==> config.mk <==
export PLATFORM = sky130hd
export DESIGN_NAME = sud64_cell
export DESIGN_NICKNAME = d
export VERILOG_FILES = /design/src/sud64_pkg.sv /design/src/sud64_cell.sv
export VERILOG_INCLUDE_DIRS = /design/src /design/src/src
export SDC_FILE = /design/constraint.sdc
export NUM_CORES = 1
export LEC_CHECK = 0
export BUFFER_PORTS_ARGS = -buffer_cell sky130_fd_sc_hd__buf_2
export CELL_PAD_IN_SITES_DETAIL_PLACEMENT = 0
export CELL_PAD_IN_SITES_GLOBAL_PLACEMENT = 1
export CORE_MARGIN = 10
export CORE_UTILIZATION = 34
export CTS_CLUSTER_DIAMETER = 120
export DETAILED_ROUTE_END_ITERATION = 8
export HOLD_SLACK_MARGIN = 0.05
export PLACE_DENSITY_LB_ADDON = 0.08
export SLEW_MARGIN = 20
export SYNTH_ARGS = -nofsm -noshare
export SYNTH_HDL_FRONTEND = slang
export SYNTH_SLANG_ARGS = --single-unit
==> constraint.sdc <==
create_clock -name i_clk -period 3.35 [get_ports i_clk]
set_clock_uncertainty 0.1 [all_clocks]
set_input_delay 0.1675 -clock i_clk [delete_from_list [all_inputs] [get_ports i_clk]]
set_output_delay 0.1675 -clock i_clk [all_outputs]
set_load 0.02 [all_outputs]
==> src/signed_unsigned_divider_64_defines.svh <==
// Assertion macros for the signed/unsigned divider.
// No dependencies; modules that use these must have i_clk and i_rst_n.
`ifndef SIGNED_UNSIGNED_DIVIDER_64_DEFINES_SVH
`define SIGNED_UNSIGNED_DIVIDER_64_DEFINES_SVH

// Same-cycle implication, checked out of reset.
`define SUD_ASSERT_IMP(label, ante, cons, msg) \
    label: assert property (@(posedge i_clk) disable iff (!i_rst_n) \
        (ante) |-> (cons)) else $error(msg);

// Next-cycle implication, checked out of reset.
`define SUD_ASSERT_NXT(label, ante, cons, msg) \
    label: assert property (@(posedge i_clk) disable iff (!i_rst_n) \
        (ante) |=> (cons)) else $error(msg);

`endif

==> src/sud64_pkg.sv <==
// Shared types and constants for the signed/unsigned divider.
// No dependencies.
`default_nettype none

package sud64_pkg;

    localparam int DATA_W = 64;

    localparam logic OP_UNSIGNED = 1'b0;
    localparam logic OP_SIGNED   = 1'b1;

    // Control word carried down the cell chain alongside the data.
    typedef struct packed {
        logic valid;
        logic neg_q;
        logic neg_r;
    } t_ctl;

endpackage

`default_nettype wire

==> src/sud64_cell.sv <==
// One restoring division step: shift in a dividend bit, subtract if it fits.
// Depends on sud64_pkg and the assertion macro header.
`default_nettype none
`include "signed_unsigned_divider_64_defines.svh"

module sud64_cell
    import sud64_pkg::*;
#(
    parameter int W = 64
) (
    input  wire logic         i_clk,
    input  wire logic         i_rst_n,
    input  wire t_ctl         i_ctl,
    input  wire logic [W-1:0] i_rem,
    input  wire logic [W-1:0] i_dq,   // dividend bits on top, quotient bits below
    input  wire logic [W-1:0] i_div,
    output t_ctl              o_ctl,
    output logic [W-1:0]      o_rem,
    output logic [W-1:0]      o_dq,
    output logic [W-1:0]      o_div
);

    logic [W:0]   shifted;
    logic [W+1:0] diff;
    logic         fits;
    logic [W-1:0] n_rem;
    logic [W-1:0] n_dq;
    t_ctl         r_ctl;
    logic [W-1:0] r_rem;
    logic [W-1:0] r_dq;
    logic [W-1:0] r_div;

    always_comb begin
        shifted = {i_rem, i_dq[W-1]};
        diff    = {1'b0, shifted} - {2'b00, i_div};
        fits    = !diff[W+1];
        n_rem   = fits ? diff[W-1:0] : shifted[W-1:0];
        n_dq    = {i_dq[W-2:0], fits};
    end

    always_ff @(posedge i_clk) begin
        if (!i_rst_n) begin
            r_ctl <= '0;
        end else begin
            r_ctl <= i_ctl;
        end
    end

    always_ff @(posedge i_clk) begin
        r_rem <= n_rem;
        r_dq  <= n_dq;
        r_div <= i_div;
    end

    assign o_ctl = r_ctl;
    assign o_rem = r_rem;
    assign o_dq  = r_dq;
    assign o_div = r_div;

    `SUD_ASSERT_IMP(a_rem_below_div, r_ctl.valid && (r_div != '0), r_rem < r_div, "partial remainder not below divisor")
    `SUD_ASSERT_NXT(a_zero_div_sets_bit, i_ctl.valid && (i_div == '0), r_dq[0], "zero divisor must set quotient bit")

endmodule

`default_nettype wire

Word-level counts from Yosys, hierarchy flattened --
Cells that the tools add are included. Widths: inputs -> output; s select.
Word-level totals: register bits 195, bits of input ports 197, output and inout bits 195, logic and storage cells 9
Cells by class: add/subtract/negate cells 1, mux-type cells 1, reduce and logical (&&, ||, !) cells 1
Operators with widths (count):
- $sub 65x64->66 | 1
- $mux 64 | 1
- $logic_not 1->1 | 1

Longest topological paths before layout --
depth after elaboration 2, mapped depth 15, mapped depth without buffers 14

Worst setup path before layout --
No wires, ideal clock.
path kind input to register, from input i_div[14], to register r_rem[35], in the netlist o_rem[35], data arrival time 2.675 ns, required time 3.129 ns, setup slack 0.454 ns, stages 12, path through inv_1 > ha_1 > buf_2 > nand2_1 > nor4_1 > a221o_2 > a31oi_4 > o41ai_4 > a211oi_2 > o31ai_4 > buf_2 > mux2_2
On the way: longest elaborated chain between the ends 2
Ends and longest elaborated chain:
- from (decl) | line sud64_cell.sv:16 | input wire logic [W-1:0] i_div,
- $sub 65x64->66 | line sud64_cell.sv:35 | diff = {1'b0, shifted} - {2'b00, i_div};
- $mux 64 | line sud64_cell.sv:37 | n_rem = fits ? diff[W-1:0] : shifted[W-1:0];
- net n_rem[35] | line sud64_cell.sv:26 | logic [W-1:0] n_rem;
- to (signal assigned) | line sud64_cell.sv:50 | r_rem <= n_rem;
- to (decl) | line sud64_cell.sv:29 | logic [W-1:0] r_rem;
The timed path passes the listed nets, and every way through them passes these cells. A chain may end at the register's enable or synchronous reset.

Final worst setup path --
from input i_rem[37], to register r_rem[16], in the netlist o_rem[16]
On the way: longest elaborated chain between the ends 2
Ends and longest elaborated chain:
- from (decl) | line sud64_cell.sv:14 | input wire logic [W-1:0] i_rem,
- $sub 65x64->66 | line sud64_cell.sv:35
- $mux 64 | line sud64_cell.sv:37
- net n_rem[16] | line sud64_cell.sv:26
The timed path passes the listed nets, and every way through them passes these cells.

==> results.json <==
{
  "run_status": "completed",
  "grt_usage_pct": 20.3,
  "power_uw": 6800,
  "min_to": "o_rem[1]",
  "rows": 57,
  "post_dp_cell_area_sq_mm": 0.0111,
  "synth_compound_area_share_pct": 19.8,
  "num_io_pins": 392,
  "period_minus_slack_ns": 3.21,
  "p_per_area_mw_per_mm2": 491,
  "layout.nets": 1834,
  "cts.sinks": 195,
  "grt_overflow": 0,
  "worstSetupStartpointType": "primary input",
  "ir_worst_vdd_uv": 242,
  "globalplace.congestion": 0.896,
  "grt_pass1_wl_um": 51200,
  "synth-edff-count": 0,
  "synth_nets": 1203,
  "syn_area_per_cell_sq_um": 9.05,
  "dr_total_vias": 8938,
  "dp.cells": 1672,
  "fp.dieArea_sq_mm": 0.0318,
  "finalSetupViolations": 0,
  "dr.pass1.iters": 5,
  "antenna_found_initial": 3,
  "async_flop_share_pct": 0,
  "synth.area.mux_share_pct": 1.82,
  "die_y_um": 178,
  "cts_tree": "done",
  "hold_viol_final": 0,
  "post_synth_inst_count": 941,
  "ys_ff_latch": 195,
  "ys_warn_count": 0,
  "yosys.area_share.simple_pct": 11.9,
  "cp-end-kind": "register",
  "cts_inserted_buffers": 17,
  "area_growth_pct": 62.7,
  "cts-root-to-sink-buffers": 2,
  "grt_max_degree": 45,
  "core_sq_mm": 0.0245,
  "instances_no_fill": 1911,
  "min_from": "i_rem[0]",
  "slew_violations": 0,
  "die_x_um": 178,
  "critical_path_class": "primary input to register",
  "synth_area_sq_mm": 0.00852,
  "leakage_uw": 0.00684,
  "start_util_pct": 34.8,
  "post-route-drc-count": 0,
  "timing.final.ws_setup_ns": 0.138,
  "drive_gt1_share_pct": 32.1,
  "synth_ff_type": "dfxtp_1",
  "ant_nets": 0,
  "fillCellCount": 2248,
  "crit_required_ns": 3.56,
  "synth_top_family_by_area": "compound AO/OA/AOI/OAI gates",
  "drv_cap": 0,
  "max_slew.worst_pin.slew_ns": 0.529,
  "holdCritPathClass": "primary input to register",
  "hold_depth": 3,
  "slew-limit-headroom_pct": 64.5,
  "hold_slack_ns": 0.0685,
  "drt_iter0_drc": 371,
  "avgViaCountPerCell": 4.68,
  "dp_hpwl_um": 26300,
  "h-tree-depth": 4,
  "synth.distinct_cells": 59,
  "final_area_sq_mm": 0.0139,
  "placement.io_buffers": 391,
  "synthAdderAreaFrac_pct": 9.64,
  "routed_wl_um": 33900,
  "max_freq_mhz": 311,
  "first_global_vias": 9325,
  "synth_seq_area_share_pct": 45.8,
  "routedWlPerCell_um": 17.7,
  "pre_cts_ws_ns": -0.251,
  "cts-root-buf": "clkbuf_16",
  "synth_xor_area_share_pct": 5.86,
  "min_period_over_period_pct": 95.9,
  "clk_pin_slew_ns": 0.09,
  "crit_arrival_ns": 3.43,
  "worstPathMaxFanout": 22
}
## per-stage QoR
| stage | TNS (ns) | utilization, % |
|---|---|---|
| 4_1_cts | 0 | 56.0 |
| 3_5_place_dp | -0.592 | 45.5 |
| 6_report | 0 | 56.7 |
| 3_3_place_gp | -0.455 | 45.5 |
| 2_1_floorplan | 0 | - |
| 5_1_grt | -0.0169 | 56.7 |
## timing repair
item,in CTS,in global routing
gates resized for setup,0,18
buffers inserted,0,4
hold buffers,197,3
endpoints found under the setup margin,0,35
hold endpoints to repair,194,2
## final cells by class
cell class / count / area (sq um) / area share [%]
Inverter: 85 / 319 / 2.30
Clock buffer: 18 / 439 / 3.17
Antenna cell: 2 / 5.00 / 0.0361
Clock inverter: 14 / 180 / 1.30
Multi-Input combinational cell: 634 / 4230 / 30.5
Tap cell: 324 / 405 / 2.93
Timing Repair Buffer: 639 / 4370 / 31.6
Sequential cell: 195 / 3900 / 28.2
## synthesized netlist by cell type (13+ instances only)
cell type / count / area, sq um
nor2_1: 95 / 357
a21o_1: 25 / 188
inv_1: 85 / 319
clkbuf_1: 15 / 56.3
xnor2_1: 31 / 272
dfxtp_1: 195 / 3900
nand2_1: 73 / 274
a21oi_1: 133 / 666
o21ai_0: 27 / 135
o21bai_1: 13 / 97.6
ha_1: 64 / 801
xor2_1: 26 / 228
## cell usage in the layout, fill, tap and decap left out, types with 3 or more instances in the layout
cell / instances
a211oi_1: 7
a21o_1: 25
a21oi_1: 131
a221oi_1: 3
a31o_2: 4
a31oi_1: 10
and2_1: 7
and3_1: 6
buf_12: 3
buf_2: 391
buf_4: 44
clkbuf_16: 18
clkinv_8: 5
dfxtp_1: 195
dlygate4sd3_1: 200
ha_1: 62
inv_1: 85
inv_6: 4
mux2_2: 12
nand2_1: 71
nand3_1: 11
nand4_1: 12
nor2_1: 93
nor2b_1: 6
nor3_1: 5
o211ai_1: 5
o21a_1: 8
o21ai_0: 24
o21ai_1: 5
o21bai_1: 13
o221ai_1: 4
or3_1: 4
xnor2_1: 31
xor2_1: 26
## cells by family (layout without fill, tap and decap cells)
kind of cell / Yosys count / count (layout)
DFF: 195 / 195
other: 0 / 2
muxes: 14 / 14
and+or+nand+nor: 230 / 230
xor gates and xnor gates: 57 / 57
buffers and inverters: 112 / 756
AOI/OAI and AO/OA: 268 / 268
adders and majority gates: 65 / 65
## state kept, by name, summed over array words and instances, names as in the netlist
signal	flops
o_dq	64
o_ctl	3
o_div	64
o_rem	64
## report_power, final
part / switching (uW) / internal, uW
Sequential: 58.3 / 2570
Clock: 1080 / 1050
Combinational: 1170 / 877
## worst max-delay path by stage
| stage | from | end | slack [ns] | depth (start not counted) |
|---|---|---|---|---|
| final | i_rem[37] | o_rem[16] | 0.14 | 13 |
| after floorplan | i_div[14] | o_rem[35] | 0.45 | 12 |
| after global placement | i_dq[63] | o_rem[58] | -0.20 | 16 |
| after global routing | i_rem[26] | o_rem[47] | -0.008 | 14 |
| after CTS | i_rem[25] | o_rem[16] | 0.003 | 13 |
| after detailed placement | i_dq[63] | o_rem[58] | -0.25 | 16 |
## routing by layer
layer	wire length, um	GRT usage, %
met5	13	0
met4	648	5.82
met3	2570	5.71
met2	16700	35.8
met1	13900	23.3
## critical path, cell delays in order
cell and delay, ns:
dlygate4sd3_1 0.57, buf_2 0.15, ha_1 0.42, nand4_1 0.20, o221ai_1 0.25, a21oi_1 0.13
o31a_1 0.29, o41ai_4 0.07, a211oi_2 0.16, o31ai_4 0.29, buf_4 0.19, buf_12 0.17
mux2_2 0.34
(Power assumes the default switching activity.)
