$ cat config.mk
export PLATFORM = sky130hd
export DESIGN_NAME = sud64_prep
export DESIGN_NICKNAME = d
export VERILOG_FILES = /design/src/signed_unsigned_divider_64_defines.svh /design/src/sud64_pkg.sv /design/src/sud64_prep.sv
export SDC_FILE = /design/constraint.sdc
export NUM_CORES = 1
export LEC_CHECK = 0
export BUFFER_PORTS_ARGS = -buffer_cell sky130_fd_sc_hd__buf_2
export CAP_MARGIN = 20
export CORE_UTILIZATION = 47
export DETAILED_ROUTE_END_ITERATION = 6
export PLACE_DENSITY = 0.8
export SLEW_MARGIN = 10
export SYNTH_ARGS = -nofsm -noshare
export SYNTH_HDL_FRONTEND = slang
export SYNTH_SLANG_ARGS = --single-unit
$ cat constraint.sdc
create_clock -name i_clk -period 2.4 [get_ports i_clk]
set_clock_uncertainty 0.2 [all_clocks]
set_input_delay 0.24 -clock i_clk [delete_from_list [all_inputs] [get_ports i_clk]]
set_output_delay 0.24 -clock i_clk [all_outputs]
set_load 0.02 [all_outputs]
$ cat src/signed_unsigned_divider_64_defines.svh
// Assertion macros for the signed/unsigned divider.
// No dependencies; modules that use these must have i_clk and i_rst_n.
`ifndef SIGNED_UNSIGNED_DIVIDER_64_DEFINES_SVH
`define SIGNED_UNSIGNED_DIVIDER_64_DEFINES_SVH

// Same-cycle implication, checked out of reset.
`define SUD_ASSERT_IMP(label, ante, cons, msg) \
    label: assert property (@(posedge i_clk) disable iff (!i_rst_n) \
        (ante) |-> (cons)) else $error(msg);

// Next-cycle implication, checked out of reset.
`define SUD_ASSERT_NXT(label, ante, cons, msg) \
    label: assert property (@(posedge i_clk) disable iff (!i_rst_n) \
        (ante) |=> (cons)) else $error(msg);

`endif

$ cat src/sud64_pkg.sv
// Shared types and constants for the signed/unsigned divider.
// No dependencies.
`default_nettype none

package sud64_pkg;

    localparam int DATA_W = 64;

    localparam logic OP_UNSIGNED = 1'b0;
    localparam logic OP_SIGNED   = 1'b1;

    // Control word carried down the cell chain alongside the data.
    typedef struct packed {
        logic valid;
        logic neg_q;
        logic neg_r;
    } t_ctl;

endpackage

`default_nettype wire

$ cat src/sud64_prep.sv
// Operand conditioning: takes magnitudes for signed words, records result signs.
// Depends on sud64_pkg.
`default_nettype none

module sud64_prep
    import sud64_pkg::*;
#(
    parameter int W = 64
) (
    input  wire logic              i_clk,
    input  wire logic              i_rst_n,
    input  wire logic              i_valid,
    input  wire logic              i_operation,
    input  wire logic [DATA_W-1:0] i_dividend,
    input  wire logic [DATA_W-1:0] i_divisor,
    output t_ctl                   o_ctl,
    output logic [W-1:0]           o_dq,
    output logic [W-1:0]           o_div
);

    logic [W-1:0] a;
    logic [W-1:0] b;
    logic         a_neg;
    logic         b_neg;
    logic [W-1:0] n_dq;
    logic [W-1:0] n_div;
    t_ctl         n_ctl;
    t_ctl         r_ctl;
    logic [W-1:0] r_dq;
    logic [W-1:0] r_div;

    always_comb begin
        a     = i_dividend[W-1:0];
        b     = i_divisor[W-1:0];
        a_neg = (i_operation == OP_SIGNED) && a[W-1];
        b_neg = (i_operation == OP_SIGNED) && b[W-1];
        n_dq  = a_neg ? (~a + W'(1)) : a;
        n_div = b_neg ? (~b + W'(1)) : b;
        n_ctl.valid = i_valid;
        n_ctl.neg_q = a_neg ^ b_neg;
        n_ctl.neg_r = a_neg;
    end

    always_ff @(posedge i_clk) begin
        if (!i_rst_n) begin
            r_ctl <= '0;
        end else begin
            r_ctl <= n_ctl;
        end
    end

    always_ff @(posedge i_clk) begin
        r_dq  <= n_dq;
        r_div <= n_div;
    end

    assign o_ctl = r_ctl;
    assign o_dq  = r_dq;
    assign o_div = r_div;

endmodule

`default_nettype wire

# --- Yosys cells after proc, flatten, opt, wreduce, memory -nomap -nowiden ---
# Cells that the tools add are included.
totals:
  reg_bits: 131
classes:
  muxes: 2
  n_reduce_logical: 2
  n_bitwise: 3
  add_sub_neg: 2
ops:
  columns: ["cell", "n"]
  rows:
  - ["$add 64x1->64 const B", 2]
  - ["$mux 64", 2]
  - ["$not 64->64", 2]
  - ["$logic_and 1x1->1", 2]
  - ["$xor 1x1->1", 1]

# --- Depth between registers and ports, before layout ---
# Gate-level depths: netlist of run 1.
depth:
  ltp_word: 3
  ltp_mapped: 7

# --- Worst setup path before layout of run 1 ---
# Ideal clock, no wire load.
synth_path:
  kind: "input to register"
  startpoint: "in i_dividend[32]"
  endpoint: "reg r_dq[47] (netlist: o_dq[47])"
  path_stages: 6
  setup_slack_ns: 0.281
  path_buffers: 1
  required_time_ns: 2.075
  arrival_time_ns: 1.794
  path_cell_list: "or4_1 -> or2_4 -> nor4_4 -> buf_4 -> a31oi_1 -> xor2_1"
synth_via:
  elab_chain_cells: 3
synth_lines:
  columns: ["item", "line", "source"]
  rows:
  - ["start, declared", "sud64_prep.sv:14", "input wire logic [DATA_W-1:0] i_dividend,"]
  - ["$not 64->64", "sud64_prep.sv:37", "n_dq = a_neg ? (~a + W'(1)) : a;"]
  - ["$add 64x1->64", "sud64_prep.sv:37", null]
  - ["$mux 64", "sud64_prep.sv:37", null]
  - ["via n_dq[47]", "sud64_prep.sv:25", "logic [W-1:0] n_dq;"]
  - ["end signal, assigned", "sud64_prep.sv:53", "r_dq <= n_dq;"]
  - ["end, declared", "sud64_prep.sv:29", "logic [W-1:0] r_dq;"]
# The timed path passes the listed nets, and every way through them passes these cells.
# A chain may end at the register's enable or synchronous reset.

# --- Worst setup path after layout of run 1 ---
layout_path:
  startpoint: "in i_dividend[14]"
  endpoint: "reg r_dq[35] (netlist: o_dq[35])"
# The elaborated chain is that of the path after synthesis.

==> impl_metrics.env, run 1 <==
export IMPL_synthTopCellsByArea="dfxtp_1, xor2_1, xnor2_1"
export IMPL_setup_ws_ns=-0.124
export IMPL_synth_nets=723
export IMPL_syn_mean_instance_area_sq_um=9.78
export IMPL_cts_sinks=131
export IMPL_drv_slew=0
export IMPL_ys_warn_count=0
export IMPL_ant_nets=0
export IMPL_max_stage_delay_ns=0.57
export IMPL_nFillCells=650
export IMPL_period_needed_ns=2.52
export IMPL_slew_headroom_pct=66.5
export IMPL_worst_path_max_delay_cell="dlygate4sd3_1"
export IMPL_h_tree_depth=4
export IMPL_worst_pin_slew_ns=0.499
export IMPL_synth_top_area_cell="dfxtp_1"
export IMPL_postLayoutCoreUtil_pct=80.2
export IMPL_grt_use_total_pct=34.0
export IMPL_overflow=0
export IMPL_die_area_sq_um=12700
export IMPL_syn_area_sq_um=5760
export IMPL_cp_data_arrival_time_ns=2.64
export IMPL_tritoncts="built"
export IMPL_drc=0
export IMPL_dpl_hpwl_mm=12.6
export IMPL_syn_to_final_growth_pct=66.5
export IMPL_ys_dominant_reg_cell="dfxtp_1"
export IMPL_gp_congestion=0.871
export IMPL_root_buffer="clkbuf_16"
export IMPL_critPathLaunchType="input port"
export IMPL_clk_pin_slew_ns=0.05
export IMPL_die_h_microns=113
export IMPL_synth_cell_types=46
export IMPL_grt_pass1_vias=6599
export IMPL_max_freq_mhz=396
export IMPL_violations="negative setup slack"
export IMPL_cts_path_max_buffers=2
export IMPL_power_density_nw_per_um2=646
export IMPL_wire_per_inst_microns=20.3
export IMPL_p_leak_nw=4.38
export IMPL_hold_class="in2reg"
export IMPL_seq_area_sq_um=2620
export IMPL_outcome="complete, but fails checks"
export IMPL_synth_seq_cells=131
export IMPL_vias_per_cell=5.78
export IMPL_grt_antenna_before_repair=1
export IMPL_hold_viol=0
export IMPL_grt_start_max_net_pins=37
export IMPL_drt_iter0_markers=669
export IMPL_initial_core_util_pct=48.2
export IMPL_cts_buffers=17
export IMPL_drive_above_1_share_pct=36.6
export IMPL_setup_tns_ns=-1.02
export IMPL_ir_drop_mv=0.593
export IMPL_path_cells="dlygate4sd3_1 -> buf_2 -> nor4_4 -> nand4_1 -> buf_4 -> nor4_4 -> buf_2 -> buf_4 -> nor2_1 -> xnor2_1"
export IMPL_required_ns=2.51
export IMPL_grt_pass1_wl_mm=33.3
export IMPL_core_area_sq_um=12000
export IMPL_ys_async_sr_fraction_pct=0
export IMPL_crit_fanout=6
export IMPL_io_buffers=262
export IMPL_synth_top_area_share_pct=45.5
export IMPL_wirelength_mm=24.1
export IMPL_ys_seq_area_share_pct=45.5
export IMPL_fin_nets=1162
export IMPL_max_cap_viol_count=0
export IMPL_dr_total_vias=6855
export IMPL_synth_edf_count=0
export IMPL_dr_pass1_iters=6
export IMPL_synthesis_instances=589
export IMPL_crit_type="in2reg"
export IMPL_die_x_microns=113
export IMPL_rows=40
export IMPL_cp_end_kind="register"
export IMPL_period_share_pct=105
export IMPL_multi_input_area_sq_um=3230
export IMPL_setup_viol=17
export IMPL_io_pins=263
==> cells in the mapped netlist, types with 4 or more instances <==
library cell and number:
dfxtp_1 131, xor2_1 75, nor2_1 55, xnor2_1 48
a21oi_1 32, a31oi_1 31, nor3_1 27, nand2_1 24
nor4_1 17, o21ai_0 15, clkbuf_1 14, inv_1 13
o31ai_1 11, or3_1 10, nor4_2 8, or4_1 7
a41oi_1 5, and2_1 5, nand2b_1 5, nand3_1 5
nor4_4 5, nand4_1 4, o41ai_1 4
==> cells in the final DEF, fill, tap and decap left out, drive strengths merged, types with 2 or more instances in the layout <==
master | Yosys | routed
buf | 2 | 299
dlygate4sd3 | 0 | 134
dfxtp | 131 | 131
xor2 | 75 | 75
nor2 | 56 | 56
xnor2 | 48 | 48
a21oi | 32 | 32
a31oi | 31 | 31
nor3 | 30 | 30
nor4 | 30 | 30
nand2 | 24 | 24
clkbuf | 14 | 24
o21ai | 18 | 18
inv | 13 | 13
o31ai | 12 | 12
or3 | 11 | 11
or4 | 10 | 10
nand4 | 7 | 7
o41ai | 6 | 6
nand2b | 5 | 5
nand3 | 5 | 5
and2 | 5 | 5
a41oi | 5 | 5
clkinv | 0 | 4
nand3b | 3 | 3
and3 | 3 | 3
dlymetal6s4s | 0 | 3
nor2b | 3 | 3
nor4b | 2 | 2
a21boi | 2 | 2
or2 | 2 | 2
ha | 2 | 2
==> critical path, delay by kind of cell <==
kind,cells,cell delay (ns)
xor+xnor,1,0.14
buf+inv,5,1.34
simple gates,4,0.93
==> through the flow <==
stage          power [mW]  setup WS [ns]  area [sq um]  hold WS [ns]  std cells
2_1_floorplan        3.09          0.281          5760        0.0677        589
3_5_place_dp         3.59        -0.0188          7450         0.172       1016
6_report             6.20         -0.124          9600       0.00926       1187
4_1_cts              6.07         0.0130          9340       0.00198       1183
3_3_place_gp         3.58        0.00200          7450         0.171       1016
5_1_grt              6.38         -0.207          9600        0.0114       1187
==> metal layers <==
| layer | global-route usage [%] | routed length (microns) | vias to the layer above |
|---|---|---|---|
| met5 | 0 | 0 | - |
| met4 | 18.7 | 1360 | 0 |
| met3 | 10.4 | 2550 | 155 |
| met2 | 62.9 | 12200 | 577 |
| met1 | 33.8 | 7970 | 3141 |
| li1 | - | - | 2982 |
==> logic make-up (layout without fill, tap and decap cells) <==
family,Yosys count,count (layout),share of synthesized area (%)
buffers and inverters,29,479,1.98
AND/OR/NAND/NOR,198,198,21.6
AO/OA/AOI/OAI,106,106,11.7
flip-flops,131,131,45.5
adder cells (fa/ha/maj),2,2,0.434
XOR/XNOR,123,123,18.7
other,0,1,0
==> flip-flops by register name, indices dropped and copies added, names as in the netlist <==
register  count
o_dq         64
o_div        64
o_ctl         3
==> power breakdown <==
part           switching [mW]  leakage (nW)  internal [mW]
clock network           0.916         0.254           1.43
registers              0.0686          1.10           2.41
logic                   0.822          3.02          0.560
total                    1.81          4.38           4.40
==> area by class of cell <==
cell class                      instances  area share [%]
Inverter                               13           0.508
Timing Repair Buffer                  436            31.2
Clock buffer                           24            4.81
Antenna cell                            1          0.0261
Multi-Input combinational cell        429            33.7
Sequential cell                       131            27.3
Tap cell                              147            1.92
Clock inverter                          6           0.600
==> final timing paths <==
check	startpoint	endpoint	slack, ns	cells past startpoint
setup / recovery	i_dividend[14]	o_dq[35]	-0.12	10
hold / removal	i_divisor[9]	o_div[11]	0.009	3
==> repair_timing <==
action	4_1_cts	5_1_grt
buffers inserted	0	9
endpoints found under the hold margin	131	0
hold buffers	137	0
endpoints found under the setup margin	0	69
resized for setup	0	41
No activity file was read; power rests on OpenSTA's default activity.
==> inputs of run 2 (changes only) <==
MAX_ROUTING_LAYER = met4   (was not set)
SKIP_CTS_REPAIR_TIMING = 1   (was not set)
==> run 2 against run 1 <==
Net effect:
- the run ends with negative hold slack, negative setup slack left
- clock power barely moved
- combinational power is 4% lower
- hold slack worse by 0.029 ns
- die area did not move
- maximum frequency fell by 3.3%
- first-iteration DRC count rose by 6.9%
- critical path depth shrank 3
- critical path type unchanged
- largest power group unchanged
==> impl_metrics.env, run 2 (same netlist as run 1, synthesis figures left out) <==
export IMPL_grt_antenna_before_repair=0
export IMPL_dr_total_vias=6650
export IMPL_path_cells="dlygate4sd3_1 -> buf_2 -> nor4_1 -> nand2_1 -> or3_1 -> o41ai_2 -> xnor2_1"
export IMPL_clk_pin_slew_ns=0.06
export IMPL_gp_congestion=0.886
export IMPL_io_buffers=262
export IMPL_max_freq_mhz=383
export IMPL_wirelength_mm=21.6
export IMPL_tritoncts="built"
export IMPL_final_cell_area_sq_um=9310
export IMPL_drt_iter0_markers=715
export IMPL_cts_buffers=17
export IMPL_syn_to_final_growth_pct=61.5
export IMPL_worst_path_max_delay_cell="dlygate4sd3_1"
export IMPL_wire_per_inst_microns=18.3
export IMPL_cp_data_arrival_time_ns=2.75
export IMPL_period_needed_ns=2.61
export IMPL_core_area_sq_um=12000
export IMPL_cts_path_max_buffers=2
export IMPL_drive_above_1_share_pct=34.0
export IMPL_outcome="complete, but fails checks"
export IMPL_worst_pin_slew_ns=0.565
export IMPL_power_density_nw_per_um2=658
export IMPL_final_cells=1180
export IMPL_nFillCells=679
export IMPL_crit_type="in2reg"
export IMPL_grt_start_max_net_pins=37
export IMPL_ant_nets=0
export IMPL_cts_sinks=131
export IMPL_drv_slew=0
export IMPL_io_pins=263
export IMPL_dpl_hpwl_mm=12.6
export IMPL_die_h_microns=113
export IMPL_fin_nets=1156
export IMPL_die_x_microns=113
export IMPL_violations="negative hold slack, negative setup slack"
export IMPL_drc=0
export IMPL_setup_ws_ns=-0.209
export IMPL_ir_drop_mv=0.473
export IMPL_dr_pass1_iters=7
export IMPL_rows=40
export IMPL_slew_headroom_pct=62.0
export IMPL_hold_viol=4
export IMPL_p_leak_nw=4.25
export IMPL_root_buffer="clkbuf_16"
export IMPL_period_share_pct=109
export IMPL_die_area_sq_um=12700
export IMPL_overflow=0
export IMPL_max_cap_viol_count=0
export IMPL_num_antenna_cells=0
export IMPL_h_tree_depth=4
export IMPL_min_path_cells=3
export IMPL_postLayoutCoreUtil_pct=77.8
export IMPL_pre_cts_ws_ns=-0.0188
export IMPL_initial_core_util_pct=48.2
export IMPL_grt_pass1_wl_mm=25.4
export IMPL_hold_ws_ns=-0.0194
export IMPL_dp_cells=1016
export IMPL_vias_per_cell=5.64
export IMPL_postPlaceCellArea_sq_um=7450
export IMPL_layout_commonest_cell="buf_2"
export IMPL_final_cell_mix="buf_2, dlygate4sd3_1, dfxtp_1"
export IMPL_crit_fanout=4
export IMPL_setup_tns_ns=-1.25
export IMPL_setup_viol=21
export IMPL_grt_use_total_pct=26.5
export IMPL_critPathLaunchType="input port"
export IMPL_required_ns=2.54
export IMPL_finalPower_mw=6.13
export IMPL_grt_pass1_vias=5273
export IMPL_hold_class="in2reg"
export IMPL_cp_end_kind="register"
export IMPL_max_stage_delay_ns=0.53
-- run 2: changes by cell type in the layout (fill, tap and decap cells not counted), moves of 3 or more --
cell,change
buf_2,+6
or4_4,-3
or3_4,-4
nor4_1,+4
dlymetal6s4s_1,-3
or3_1,+4
buf_4,-7
or4_1,+3
nor4_4,-5
nor3_2,-4
nor3_1,+5
-- run 2: layout make-up --
| type | instances | area [sq um] | share of cell area [%] |
|---|---|---|---|
| repair buffers | 430 | 2910 | 31.2 |
| clock buffers | 24 | 462 | 4.96 |
| inverters | 13 | 48.8 | 0.524 |
| multi-input cells | 429 | 3030 | 32.5 |
| well taps | 147 | 184 | 1.98 |
| flip-flops and latches | 131 | 2620 | 28.2 |
| clock inverters | 6 | 57.6 | 0.618 |
-- run 2: path summary, 6_finish.rpt --
path	start	end
hold / removal	i_dividend[13]	o_dq[14]
setup / recovery	i_dividend[22]	o_dq[28]
-- run 2: critical path: cells and delay by family --
kind	cells	cell delay, ns
and+or+nand+nor	3	1.28
buffers and inverters	2	0.69
AOI/OAI and AO/OA	1	0.35
xor gates and xnor gates	1	0.18
-- run 2: power breakdown --
part	total (mW)	internal (mW)	switching, mW
Combinational	1.32	0.548	0.773
Clock	2.34	1.43	0.910
Sequential	2.47	2.41	0.0640
-- run 2: layer usage --
metal / track usage, % / wire [microns] / vias up
li1: - / - / 2973
met1: 27.5 / 7580 / 3119
met2: 46.6 / 11200 / 469
met3: 8.52 / 2020 / 89
met4: 10.6 / 852 / 0
met5: - / 0 / -
