<file path="src/signed_unsigned_divider_64_defines.svh">
// Assertion macros for the signed/unsigned divider.
// No dependencies; modules that use these must have i_clk and i_rst_n.
`ifndef SIGNED_UNSIGNED_DIVIDER_64_DEFINES_SVH
`define SIGNED_UNSIGNED_DIVIDER_64_DEFINES_SVH

// Same-cycle implication, checked out of reset.
`define SUD_ASSERT_IMP(label, ante, cons, msg) \
    label: assert property (@(posedge i_clk) disable iff (!i_rst_n) \
        (ante) |-> (cons)) else $error(msg);

// Next-cycle implication, checked out of reset.
`define SUD_ASSERT_NXT(label, ante, cons, msg) \
    label: assert property (@(posedge i_clk) disable iff (!i_rst_n) \
        (ante) |=> (cons)) else $error(msg);

`endif

</file>
<file path="src/sud64_pkg.sv">
// Shared types and constants for the signed/unsigned divider.
// No dependencies.
`default_nettype none

package sud64_pkg;

    localparam int DATA_W = 64;

    localparam logic OP_UNSIGNED = 1'b0;
    localparam logic OP_SIGNED   = 1'b1;

    // Control word carried down the cell chain alongside the data.
    typedef struct packed {
        logic valid;
        logic neg_q;
        logic neg_r;
    } t_ctl;

endpackage

`default_nettype wire

</file>
<file path="src/sud64_post.sv">
// Result sign fix-up and output register.
// Depends on sud64_pkg.
`default_nettype none

module sud64_post
    import sud64_pkg::*;
#(
    parameter int W = 64
) (
    input  wire logic         i_clk,
    input  wire logic         i_rst_n,
    input  wire t_ctl         i_ctl,
    input  wire logic [W-1:0] i_quo,
    input  wire logic [W-1:0] i_rem,
    output logic              o_done,
    output logic [DATA_W-1:0] o_quotient,
    output logic [DATA_W-1:0] o_remainder
);

    logic [W-1:0] n_quo;
    logic [W-1:0] n_rem;
    logic         r_done;
    logic [W-1:0] r_quo;
    logic [W-1:0] r_rem;

    always_comb begin
        n_quo = i_ctl.neg_q ? (~i_quo + W'(1)) : i_quo;
        n_rem = i_ctl.neg_r ? (~i_rem + W'(1)) : i_rem;
    end

    always_ff @(posedge i_clk) begin
        if (!i_rst_n) begin
            r_done <= 1'b0;
        end else begin
            r_done <= i_ctl.valid;
        end
    end

    always_ff @(posedge i_clk) begin
        r_quo <= n_quo;
        r_rem <= n_rem;
    end

    assign o_done      = r_done;
    assign o_quotient  = DATA_W'(r_quo);
    assign o_remainder = DATA_W'(r_rem);

endmodule

`default_nettype wire

</file>
<file path="config.mk">
export PLATFORM = sky130hd
export DESIGN_NAME = sud64_post
export DESIGN_NICKNAME = d
export VERILOG_FILES = /design/src/signed_unsigned_divider_64_defines.svh /design/src/sud64_pkg.sv /design/src/sud64_post.sv
export SDC_FILE = /design/constraint.sdc
export NUM_CORES = 1
export LEC_CHECK = 0
export BUFFER_PORTS_ARGS = -buffer_cell sky130_fd_sc_hd__buf_2
export CAP_MARGIN = 20
export CORE_MARGIN = 2
export CORE_UTILIZATION = 47
export DETAILED_ROUTE_END_ITERATION = 7
export GPL_TIMING_DRIVEN = 0
export HOLD_SLACK_MARGIN = 0.05
export MAX_ROUTING_LAYER = met4
export PLACE_DENSITY = 0.92
export SETUP_SLACK_MARGIN = 0.3
export SLEW_MARGIN = 20
export SYNTH_ARGS = -nofsm -noshare
export SYNTH_HDL_FRONTEND = slang
export SYNTH_SLANG_ARGS = --single-unit
export TNS_END_PERCENT = 100
</file>
<file path="constraint.sdc">
create_clock -name i_clk -period 2.4 [get_ports i_clk]
set_input_delay 0.12 -clock i_clk [delete_from_list [all_inputs] [get_ports i_clk]]
set_output_delay 0.12 -clock i_clk [all_outputs]
set_load 0.01 [all_outputs]
</file>
**Yosys cells after proc, flatten, opt, wreduce, memory -nomap -nowiden**

Cells that the tools add are included.

- $add $sub $neg: 2
- Multiplexer cells: 2
- Bitwise logic cells: 2

Operators with widths:

| kind | number |
|---|---|
| adder 64 x 1 -> 64 bit (second input constant) | 2 |
| 2-to-1 mux 64 bit | 2 |
| NOT 64 bit | 2 |

- Bits in registers: 129
- Bits of input ports: 133

**Logic depth before layout (Yosys ltp)**

Gate-level depths: netlist (run 1).

- Depth in word-level cells: 3
- Mapped depth: 8
- Depth with buffers taken out: 7

**Worst setup path before layout (run 1)**

OpenSTA, ideal clock, no wires.

- Kind: input to register
- From: input port i_rem[1]
- To: register r_rem[60], in the netlist o_remainder[60]
- Data arrival time: 2.125 ns
- Data required time: 2.328 ns
- Path slack: 0.203 ns
- Stages: 7
- Path buffers: 0
- Path through: inv_1 ha_1 or4b_1 or4_4 or4_4 o41ai_2 xnor2_1

- Cells in the longest elaborated chain, start to end: 3

RTL lines:

| element | RTL line | text |
|---|---|---|
| start: declaration | sud64_post.sv:14 | `input wire logic [W-1:0] i_rem,` |
| NOT 64 bit | sud64_post.sv:28 | `n_rem = i_ctl.neg_r ? (~i_rem + W'(1)) : i_rem;` |
| adder 64 x 1 -> 64 bit | sud64_post.sv:28 |  |
| 2-to-1 mux 64 bit | sud64_post.sv:28 |  |
| via n_rem[60] | sud64_post.sv:21 | `logic [W-1:0] n_rem;` |
| end signal: assignment | sud64_post.sv:41 | `r_rem <= n_rem;` |
| end: declaration | sud64_post.sv:24 | `logic [W-1:0] r_rem;` |

The timed path passes the listed nets, and every way through them passes these cells.
A chain may end at the register's enable or synchronous reset.

**Final worst setup path (run 1)**

- From: input port i_quo[22]
- To: register r_quo[38], in the netlist o_quotient[38]

- Cells in the longest elaborated chain, start to end: 3

RTL lines:

| element | RTL line | text |
|---|---|---|
| start: declaration | sud64_post.sv:13 | `input wire logic [W-1:0] i_quo,` |
| NOT 64 bit | sud64_post.sv:27 | `n_quo = i_ctl.neg_q ? (~i_quo + W'(1)) : i_quo;` |
| adder 64 x 1 -> 64 bit | sud64_post.sv:27 |  |
| 2-to-1 mux 64 bit | sud64_post.sv:27 |  |
| via n_quo[38] | sud64_post.sv:20 | `logic [W-1:0] n_quo;` |
| end signal: assignment | sud64_post.sv:40 | `r_quo <= n_quo;` |
| end: declaration | sud64_post.sv:23 | `logic [W-1:0] r_quo;` |

The timed path passes the listed nets, and every way through them passes these cells.

==> key figures, run 1 <==
Hold path
  • Hold wc startpoint: i_rem[25]
  • Worst hold path class: input pin to flip-flop
  • Min-Delay Endpoint: o_remainder[26]
  • Hold Path Depth: 3

Logic synthesis
  • Synth cell types: 29
  • Fraction of registers with async set/reset: 0%
  • Syn avg cell area: between 9 and 10 sq um
  • Synth Warn #: 0
  • Most frequent cell after synthesis: dfxtp_1
  • Synth top cells by count: dfxtp_1 (129), xnor2_1 (124), nand2_1 (44)
  • Seq cells post-synth: 129
  • Mapped Cells: 557
  • Number of flops mapped to enable cells by yosys: 0
  • Area contributors post-synth: dfxtp_1 (47%), xnor2_1 (20%), o31ai_1 (5.4%)
  • Post-synth design cell area: 5510 sq um
  • Yosys top cell area share: a little under half
  • Synth Net Count: 692
  • Yosys top cell by area: dfxtp_1
  • Top_reg_cell synth: dfxtp_1
  • Sequential element share of the synthesized area: a little under half

STA
  • Worst-Margin Slew: between 900 and 1000 ps
  • Final Hold Vio Count: 0
  • Period Utilization, post-route: 92.6%
  • Endpoints failing setup: 0
  • Setup WS post-layout: ~180 ps
  • Final Max Tran Viols: 0
  • Slew HR: about 39%
  • Fmax: 0.450 GHz
  • RSZ-0062 raised after global routing: yes
  • Tmin final: between 2000 and 2500 ps

Place
  • Cells after DPL: between 900 and 1000
  • DP Area: about 7000 sq um
  • Pre-CTS setup slack: -267 ps
  • RePlAce Congestion: between 0.8 and 0.9
  • Port Buffers: between 200 and 300
  • Dpl hpwl: 13.7 mm

Clocking
  • CTS Root Cell: clkbuf_16
  • CTS Buffer Depth: 2
  • CTS tree: done
  • Clock buffer count from CTS: 17
  • Reg clk slew, reported paths: about 60 ps
  • Clock sink count: around 130
  • CTS H-tree depth: 4

Global routing
  • Number of global-route vias before repair: around 7300
  • Grt total ovfl: 0
  • Initial antenna violation count: 0
  • Largest net degree at the start of global routing: 17
  • Total Routing Usage GR: around two fifths
  • First-pass GRT wire length: between 30 and 40 mm

Route
  • Initial DRC Count: about 1000
  • Antenna Nets Post-Route: 0
  • Final wirelength: around 28 mm
  • Drt via density: about 6.4
  • DRT Pass-1 Iters: 8
  • DRC viols: 31
  • DR vias: 7289
  • Avg WL per Cell: 24.4 um

Flow run
  • Max Cap Viol: 0

Critical path
  • Critical path capture point type: flip-flop
  • Critical path launch point type: input pin
  • Crit Path Category: input pin to flip-flop
  • Critical Path AT: between 2000 and 3000 ps
  • CP Cell Sequence: dlygate4sd3_1 > buf_2 > or2_2 > nor2_1 > nand4_1 > buf_4 > o41ai_1 > xnor2_1
  • Worst-path maximum fanout: 4
  • Slowest CP cell: dlygate4sd3_1
  • Max incr delay on CP: about 570 ps
  • CP required: between 2000 and 3000 ps

Die
  • Die Area: between 10000 and 15000 sq um
  • Core region area: ~11000 sq um
  • Die X: between 100 and 150 um
  • Row cnt: 39
  • Die Y: between 100 and 150 um
  • IO Pins: 262
  • Initial Util: 48.3%

Outcome
  • Failing checks: DRC
  • Status: complete, but fails checks

Power and ir drop
  • Worst vdd ir: 0.000496 V
  • Total power: about 6.4 mW
  • Lkg Pwr: approximately 3.8 nW
  • Pwr dens: a little under 700 nW/um^2

Layout
  • ANT cells: 0
  • Layout Cells excl Fill: about 1100
  • Final std cell area, no fill: just over 9000 sq um
  • NumNets Final: about 1100
  • Layout Area Growth over Synthesis: 68.9%
  • Share of layout cells above drive strength 1: between 30% and 40%
-- flip-flops by register name, indices dropped and copies added (netlist names) --
register,cells
o_done,1
o_remainder,64
o_quotient,64
-- layer usage --
| metal | share of wire, % | GRT usage [%] | vias up | routed length (um) |
|---|---|---|---|---|
| li1 | - | - | 2898 | - |
| met3 | 13 | 10.3 | 300 | 3630 |
| met4 | 8.4 | 25.8 | 0 | 2340 |
| met1 | 31 | 39.5 | 3265 | 8610 |
| met5 | 0 | - | - | 0 |
| met2 | 48 | 69.8 | 826 | 13300 |
-- worst max-delay path by stage --
stage,start,endpoint,slack [ps]
2_1_floorplan,i_rem[14],o_remainder[60],220
3_3_place_gp,i_quo[0],o_quotient[42],-190
3_5_place_dp,i_rem[18],o_remainder[61],-270
4_1_cts,i_rem[0],o_remainder[60],310
5_1_grt,i_quo[22],o_quotient[50],160
6_report,i_quo[22],o_quotient[38],180
-- stage by stage --
| step | utilization [%] | hold WS (ps) | TNS [ps] |
|---|---|---|---|
| floorplan | - | 148 | 0 |
| global placement | 61.3 | 263 | -3540 |
| detailed placement | 61.3 | 267 | -5060 |
| CTS | 79.0 | 50.6 | 0 |
| global route | 81.5 | 67.3 | 0 |
| finish | 81.5 | 63.3 | 0 |
-- power by group --
part / total [mW] / leakage, nW / internal [mW] / switching [mW]
Clock: 2.73 / 0.294 / 1.78 / 0.953
Sequential: 2.45 / 1.09 / 2.37 / 0.0786
Combinational: 1.25 / 2.42 / 0.581 / 0.670
Total: 6.44 / 3.81 / 4.74 / 1.70
-- timing repair --
item	CTS	global route
gates resized for setup	5	42
pin swaps	0	12
endpoints found under the setup margin	24	44
setup buffers	0	12
hold endpoints to repair	128	0
hold buffers	139	0
-- cell type report --
type / instances / area [sq um]
Buffer: 18 / 76.3
Clock buffer: 24 / 472
Clock inverter: 6 / 130
Fill cell: 568 / 2110
Inverter: 4 / 22.5
Multi-Input combinational cell: 406 / 3050
Sequential cell: 129 / 2580
Tap cell: 143 / 179
Timing Repair Buffer: 410 / 2790
-- cells by family (layout without fill, tap and decap cells) --
logic type | count (synthesis) | in the layout | synth area share, %
buffers and inverters | 22 | 462 | 1.50
DFF | 129 | 129 | 46.9
adders and majority gates | 2 | 2 | 0.454
and+or+nand+nor | 180 | 180 | 18.6
AOI/OAI and AO/OA | 100 | 100 | 12.9
xor gates and xnor gates | 124 | 124 | 19.7
-- worst max-delay path: cells and delay by family --
family | cells | cell delay (ps)
xor+xnor | 1 | 180
buf+inv | 3 | 1010
compound gates | 1 | 430
simple gates | 3 | 830
-- placed cells by master, fill, tap and decap left out, drive strengths merged --
cell,count
and2,1
and4,1
buf,275
bufinv,4
clkbuf,38
clkinv,2
dfxtp,129
dlygate4sd3,139
ha,2
inv,4
nand2,44
nand2b,7
nand3,10
nand4,8
nand4b,1
nor2,15
nor3,12
nor4,16
o21ai,37
o31ai,40
o41ai,23
or2,8
or3,25
or4,30
or4b,2
xnor2,124
Note: power is estimated with default switching activity, not from simulation.
==> run 2: changes to the inputs <==
==> constraint.sdc (replaced) <==
create_clock -name i_clk -period 2.4 [get_ports i_clk]
set_input_delay 0.48 -clock i_clk [delete_from_list [all_inputs] [get_ports i_clk]]
set_output_delay 0.48 -clock i_clk [all_outputs]
set_load 0.01 [all_outputs]
==> run 2 against run 1 <==
- the run now ends clean
- utilization is 4.5 points lower
- sequential power barely moved
- global-route usage fell by 9.5 points
- critical path type unchanged
- critical endpoint is now o_remainder[33]
- highest routed layer unchanged
- largest power group unchanged
- critical path depth fell by 2
- hold slack better by 110 ps
- design area shrank 5.6%
- clock power decreased by 9.5%
- routed wire length is 22% lower
- total power down 6.9%
==> key figures, run 2 (synthesis gave the netlist of run 1 again) <==
Outcome
  • Status: finished clean

Power and ir drop
  • Clock network power share: 41.1%
  • Switch share: about 27%
  • Lkg Pwr: ~3.6 nW
  • Net switching power: 1.64 mW
  • Pwr dens: around 700 nW/um^2
  • Total power: between 5 and 6 mW
  • Combinational power share: a little under a fifth
  • Sequential power share: about two fifths
  • Worst vdd ir: just under 0.0008 V
  • Internal power: 4.35 mW

Route
  • Drt via density: 5.90
  • DRT Pass-1 Iters: 5
  • Final wirelength: ~22 mm
  • DR vias: between 6000 and 7000
  • Antenna Nets Post-Route: 0
  • Initial DRC Count: 495
  • DRC viols: 0
  • Avg WL per Cell: 20.9 um

STA
  • Tmin final: about 2300 ps
  • Worst-Margin Slew: between 1000 and 1500 ps
  • Fmax: roughly 0.43 GHz
  • Endpoints failing setup: 0
  • Final Hold Vio Count: 0
  • Slew HR: ~28%
  • Setup WS post-layout: ~75 ps
  • Period Utilization, post-route: a little over nine tenths
  • RSZ-0062 raised after global routing: yes
  • Final Max Tran Viols: 0
  • Final Hold Slack: between 150 and 200 ps

Global routing
  • Number of global-route vias before repair: approximately 6000
  • Total Routing Usage GR: 30.6%
  • Grt total ovfl: 0
  • First-pass GRT wire length: between 20 and 30 mm
  • Largest net degree at the start of global routing: 17
  • Initial antenna violation count: 0

Die
  • Initial Util: 48.3%
  • Die Y: 112 um
  • Core region area: around 11000 sq um
  • Die Area: 12600 sq um
  • Die X: roughly 110 um
  • IO Pins: between 200 and 300
  • Row cnt: 39

Layout
  • ANT cells: 0
  • Multi-input logic area: around 3600 sq um
  • Final Util: between 70% and 80%
  • Share of layout cells above drive strength 1: 49.4%
  • Layout Cells excl Fill: 1032
  • NumNets Final: ~1000
  • Highest-count cells in the layout ignoring fill and taps: buf_2 (248), dfxtp_1 (129), xnor2_1 (123)
  • Leading cell type in the layout, fill and taps excluded: buf_2
  • FILL cells: between 600 and 700
  • Layout Area Growth over Synthesis: 59.4%
  • Register area: ~2600 sq um

Hold path
  • Min-Delay Endpoint: o_remainder[0]
  • Hold Path Depth: 1
  • Hold wc startpoint: i_rem[0]
  • Worst hold path class: input pin to flip-flop

Clocking
  • CTS Root Cell: clkbuf_16
  • CTS Buffer Depth: 2
  • Clock buffer count from CTS: 17
  • Cts-stage hold buffer count: 0
  • Reg clk slew, reported paths: roughly 60 ps
  • Clock sink count: 129
  • CTS tree: done
  • CTS H-tree depth: 4

Critical path
  • CP Cell Sequence: buf_2 > or4_1 > or4_1 > or2_4 > o21ai_1 > xnor2_1
  • Crit Path Category: input pin to flip-flop
  • CP bufs+invs: 1
  • Critical path capture point type: flip-flop
  • Worst-path maximum fanout: 5
  • Top cell by count, worst path: or4_1
  • CP required: about 2700 ps
  • Critical path launch point type: input pin
  • Slowest CP cell: or4_1
  • Critical Path AT: 2650 ps
  • Top Family by Delay on Critical Path: simple AND/OR/NAND/NOR gates
  • Max incr delay on CP: around 630 ps

Place
  • Dpl hpwl: 14.1 mm
  • Pre-CTS setup slack: -438 ps
  • RePlAce Congestion: 0.948
  • Cells after DPL: between 900 and 1000
  • Port Buffers: around 260

Flow run
  • Max Cap Viol: 0
## run 2: cell types whose count changed in the layout (fill, tap and decap cells not counted), sizes merged
cell	before	now
clkbuf	38	35
clkinvlp	0	4
clkinv	2	5
buf	275	305
dlygate4sd3	139	0
bufinv	4	1
## run 2: what timing repair did
action / in CTS / in global routing
gates cloned: 1 / 0
resized for setup: 32 / 73
setup buffers: 18 / 22
setup endpoints to repair: 30 / 51
pin swaps: 16 / 35
## run 2: worst max path at each step
stage               from               to  slack (ps)  cells past startpoint
3_3_place_gp   i_rem[14]  o_remainder[63]        -450                      6
6_report        i_rem[6]  o_remainder[33]          80                      6
3_5_place_dp   i_rem[26]  o_remainder[44]        -440                      7
2_1_floorplan   i_rem[1]  o_remainder[60]        -140                      7
4_1_cts         i_rem[9]  o_remainder[60]         120                      6
5_1_grt         i_rem[6]  o_remainder[33]          80                      6
## run 2: layer usage
layer | track usage, % | up-vias | part of all wire, %
met2 | 54.8 | 480 | 51
met5 | - | - | 0
met3 | 9.18 | 103 | 10
met4 | 16.0 | 0 | 5.1
met1 | 29.6 | 2827 | 34
li1 | - | 2679 | -
## run 2: metrics by stage
stage	TNS [ps]	instance area, sq um
final	0	8790
after global routing	0	8790
after CTS	0	8260
after detailed placement	-9550	7410
after global placement	-8230	7410
after floorplan	-332	5940
## run 2: cell type report
| cell class | instances | share of cell area [%] |
|---|---|---|
| plain buffers | 18 | 1.22 |
| clock buffers | 22 | 5.40 |
| clock inverters | 10 | 0.968 |
| inverters | 4 | 0.285 |
| multi-input cells | 406 | 41.1 |
| flip-flops and latches | 129 | 29.4 |
| well taps | 143 | 2.04 |
| repair buffers | 300 | 19.6 |
## run 2: power by group through the flow
stage,Clock (mW),Combinational [mW],Sequential (mW)
after floorplan,0,0.340,2.60
after global placement,0,0.956,2.47
after detailed placement,0,0.981,2.47
after CTS,2.46,1.01,2.43
after global routing,2.57,1.15,2.45
final,2.47,1.10,2.44
==> run 3: changes to the inputs <==
==> constraint.sdc (replaced) <==
create_clock -name i_clk -period 2.4 [get_ports i_clk]
set_input_delay 0.36 -clock i_clk [delete_from_list [all_inputs] [get_ports i_clk]]
set_output_delay 0.36 -clock i_clk [all_outputs]
set_load 0.01 [all_outputs]
==> run 3 against run 2 <==
- sequential power hardly changed
- die area stayed put
- clock power is 3% higher
- maximum frequency is 5.4% higher
- critical endpoint is now o_remainder[54]
- non-clock buffer count is 13 lower
- count of clock-buffer cells in the layout is 2 higher
- worst setup slack better by 120 ps
- critical path type unchanged
- via count is 3.8% lower
==> key figures, run 3 (synthesis gave the netlist of run 1 again) <==
Layout
  • Highest-count cells in the layout ignoring fill and taps: buf_2 (254), dfxtp_1 (129), xnor2_1 (124)
  • Layout Area Growth over Synthesis: 49.5%
  • FILL cells: about 730
  • Final std cell area, no fill: between 8000 and 9000 sq um
  • Leading cell type in the layout, fill and taps excluded: buf_2
  • Multi-input logic area: ~3200 sq um
  • ANT cells: 0
  • NumNets Final: around 1000
  • Register area: around 2600 sq um
  • Share of layout cells above drive strength 1: between 40% and 50%

Hold path
  • Hold Path Depth: 1
  • Worst hold path class: input pin to flip-flop

Die
  • Core region area: 11400 sq um
  • Die X: approximately 110 um
  • Die Y: between 100 and 150 um
  • IO Pins: between 200 and 300
  • Die Area: approximately 13000 sq um
  • Initial Util: around 48%
  • Row cnt: 39

Clocking
  • CTS Root Cell: clkbuf_16
  • CTS tree: done
  • CTS Buffer Depth: 2
  • CTS H-tree depth: 4
  • Reg clk slew, reported paths: around 50 ps
  • Clock sink count: about 130
  • Clock buffer count from CTS: 17

Critical path
  • Crit Path Category: input pin to flip-flop
  • Critical Path AT: roughly 2600 ps
  • Critical path launch point type: input pin
  • Critical path capture point type: flip-flop
  • CP Cell Sequence: buf_2 > or4_4 > buf_4 > nor4_4 > buf_4 > nand2_1 > o41ai_1 > xnor2_1
  • Max incr delay on CP: about 600 ps
  • Worst-path maximum fanout: 7
  • WP depth: 8
  • Slowest CP cell: o41ai_1
  • CP bufs+invs: 3
  • CP required: approximately 2800 ps
  • Top Family by Delay on Critical Path: simple AND/OR/NAND/NOR gates
  • Top cell by count, worst path: buf_4

Global routing
  • Grt total ovfl: 0
  • Number of global-route vias before repair: approximately 5700
  • First-pass GRT wire length: roughly 29 mm
  • Initial antenna violation count: 0
  • Largest net degree at the start of global routing: 17
  • Total Routing Usage GR: 30.1%

Place
  • Port Buffers: about 260
  • DP Area: between 7000 and 8000 sq um
  • RePlAce Congestion: 0.979
  • Dpl hpwl: 13.5 mm

STA
  • Fmax: approximately 0.45 GHz
  • Final Max Tran Viols: 0
  • Worst-Margin Slew: 836 ps
  • Final Hold Vio Count: 0
  • Tmin final: 2200 ps
  • Period Utilization, post-route: roughly 92%
  • RSZ-0062 raised after global routing: yes
  • Endpoints failing setup: 0
  • Setup tns final: 0 ps
  • Slew HR: 44.3%

Power and ir drop
  • Worst vdd ir: 0.000673 V
  • Lkg Pwr: between 3 and 4 nW
  • Pwr dens: just over 700 nW/um^2

Route
  • DRC viols: 0
  • Initial DRC Count: 480
  • DRT Pass-1 Iters: 6
  • Avg WL per Cell: a little under 20 um
  • Final wirelength: between 15 and 20 mm
  • Antenna Nets Post-Route: 0
  • Drt via density: 5.76
  • DR vias: 5855

Flow run
  • Max Cap Viol: 0

Outcome
  • Status: finished clean
[run 3: cell types whose count changed in the layout (fill, tap and decap cells not counted), moves of 6 or more]
cell	delta
o21ai_1	-6
o31ai_1	+10
buf_2	+6
o21ai_0	+12
buf_6	-10
buf_4	-9
o31ai_4	-11
or3_1	+6
or3_4	-6
[run 3: what timing repair did]
action,4_1_cts,5_1_grt
setup buffers,11,15
endpoints found under the setup margin,21,36
hold buffers,1,0
gates cloned,0,1
pin swaps,10,22
hold endpoints to repair,1,0
resized for setup,22,30
[run 3: worst paths after layout]
| check | start | end | slack, ps |
|---|---|---|---|
| setup / recovery | i_rem[9] | o_remainder[54] | 200 |
| hold / removal | i_quo[0] | o_quotient[0] | 90 |
[run 3: area by class of cell]
| class | instances | area share [%] |
|---|---|---|
| clock inverter | 5 | 0.942 |
| buffer | 18 | 1.21 |
| timing repair buffer | 287 | 19.0 |
| clock buffer | 24 | 6.09 |
| multi-input combinational | 406 | 39.0 |
| inverter | 4 | 0.213 |
| sequential | 129 | 31.3 |
| tap | 143 | 2.17 |
[run 3: layer usage]
| metal | GRT usage, % | share of wire [%] | vias up |
|---|---|---|---|
| met2 | 54.0 | 52 | 430 |
| met5 | - | 0 | - |
| met3 | 8.32 | 9.2 | 75 |
| li1 | - | - | 2638 |
| met1 | 30.5 | 35 | 2712 |
| met4 | 13.3 | 3.4 | 0 |
[run 3: report_power, final]
part | internal [mW] | total, mW | switching, mW
logic | 0.450 | 1.01 | 0.560
registers | 2.37 | 2.43 | 0.0580
clock network | 1.64 | 2.54 | 0.893
[run 3: through the flow]
stage	hold slack (ps)	total power [mW]	std cells	worst slack (ps)	util [%]
2_1_floorplan	388	2.92	557	-20.7	-
3_3_place_gp	502	3.39	959	-338	62.8
3_5_place_dp	504	3.41	959	-403	62.8
4_1_cts	67.8	5.95	1000	201	69.7
5_1_grt	75.0	6.18	1016	200	72.2
6_report	94.4	5.98	1016	195	72.2
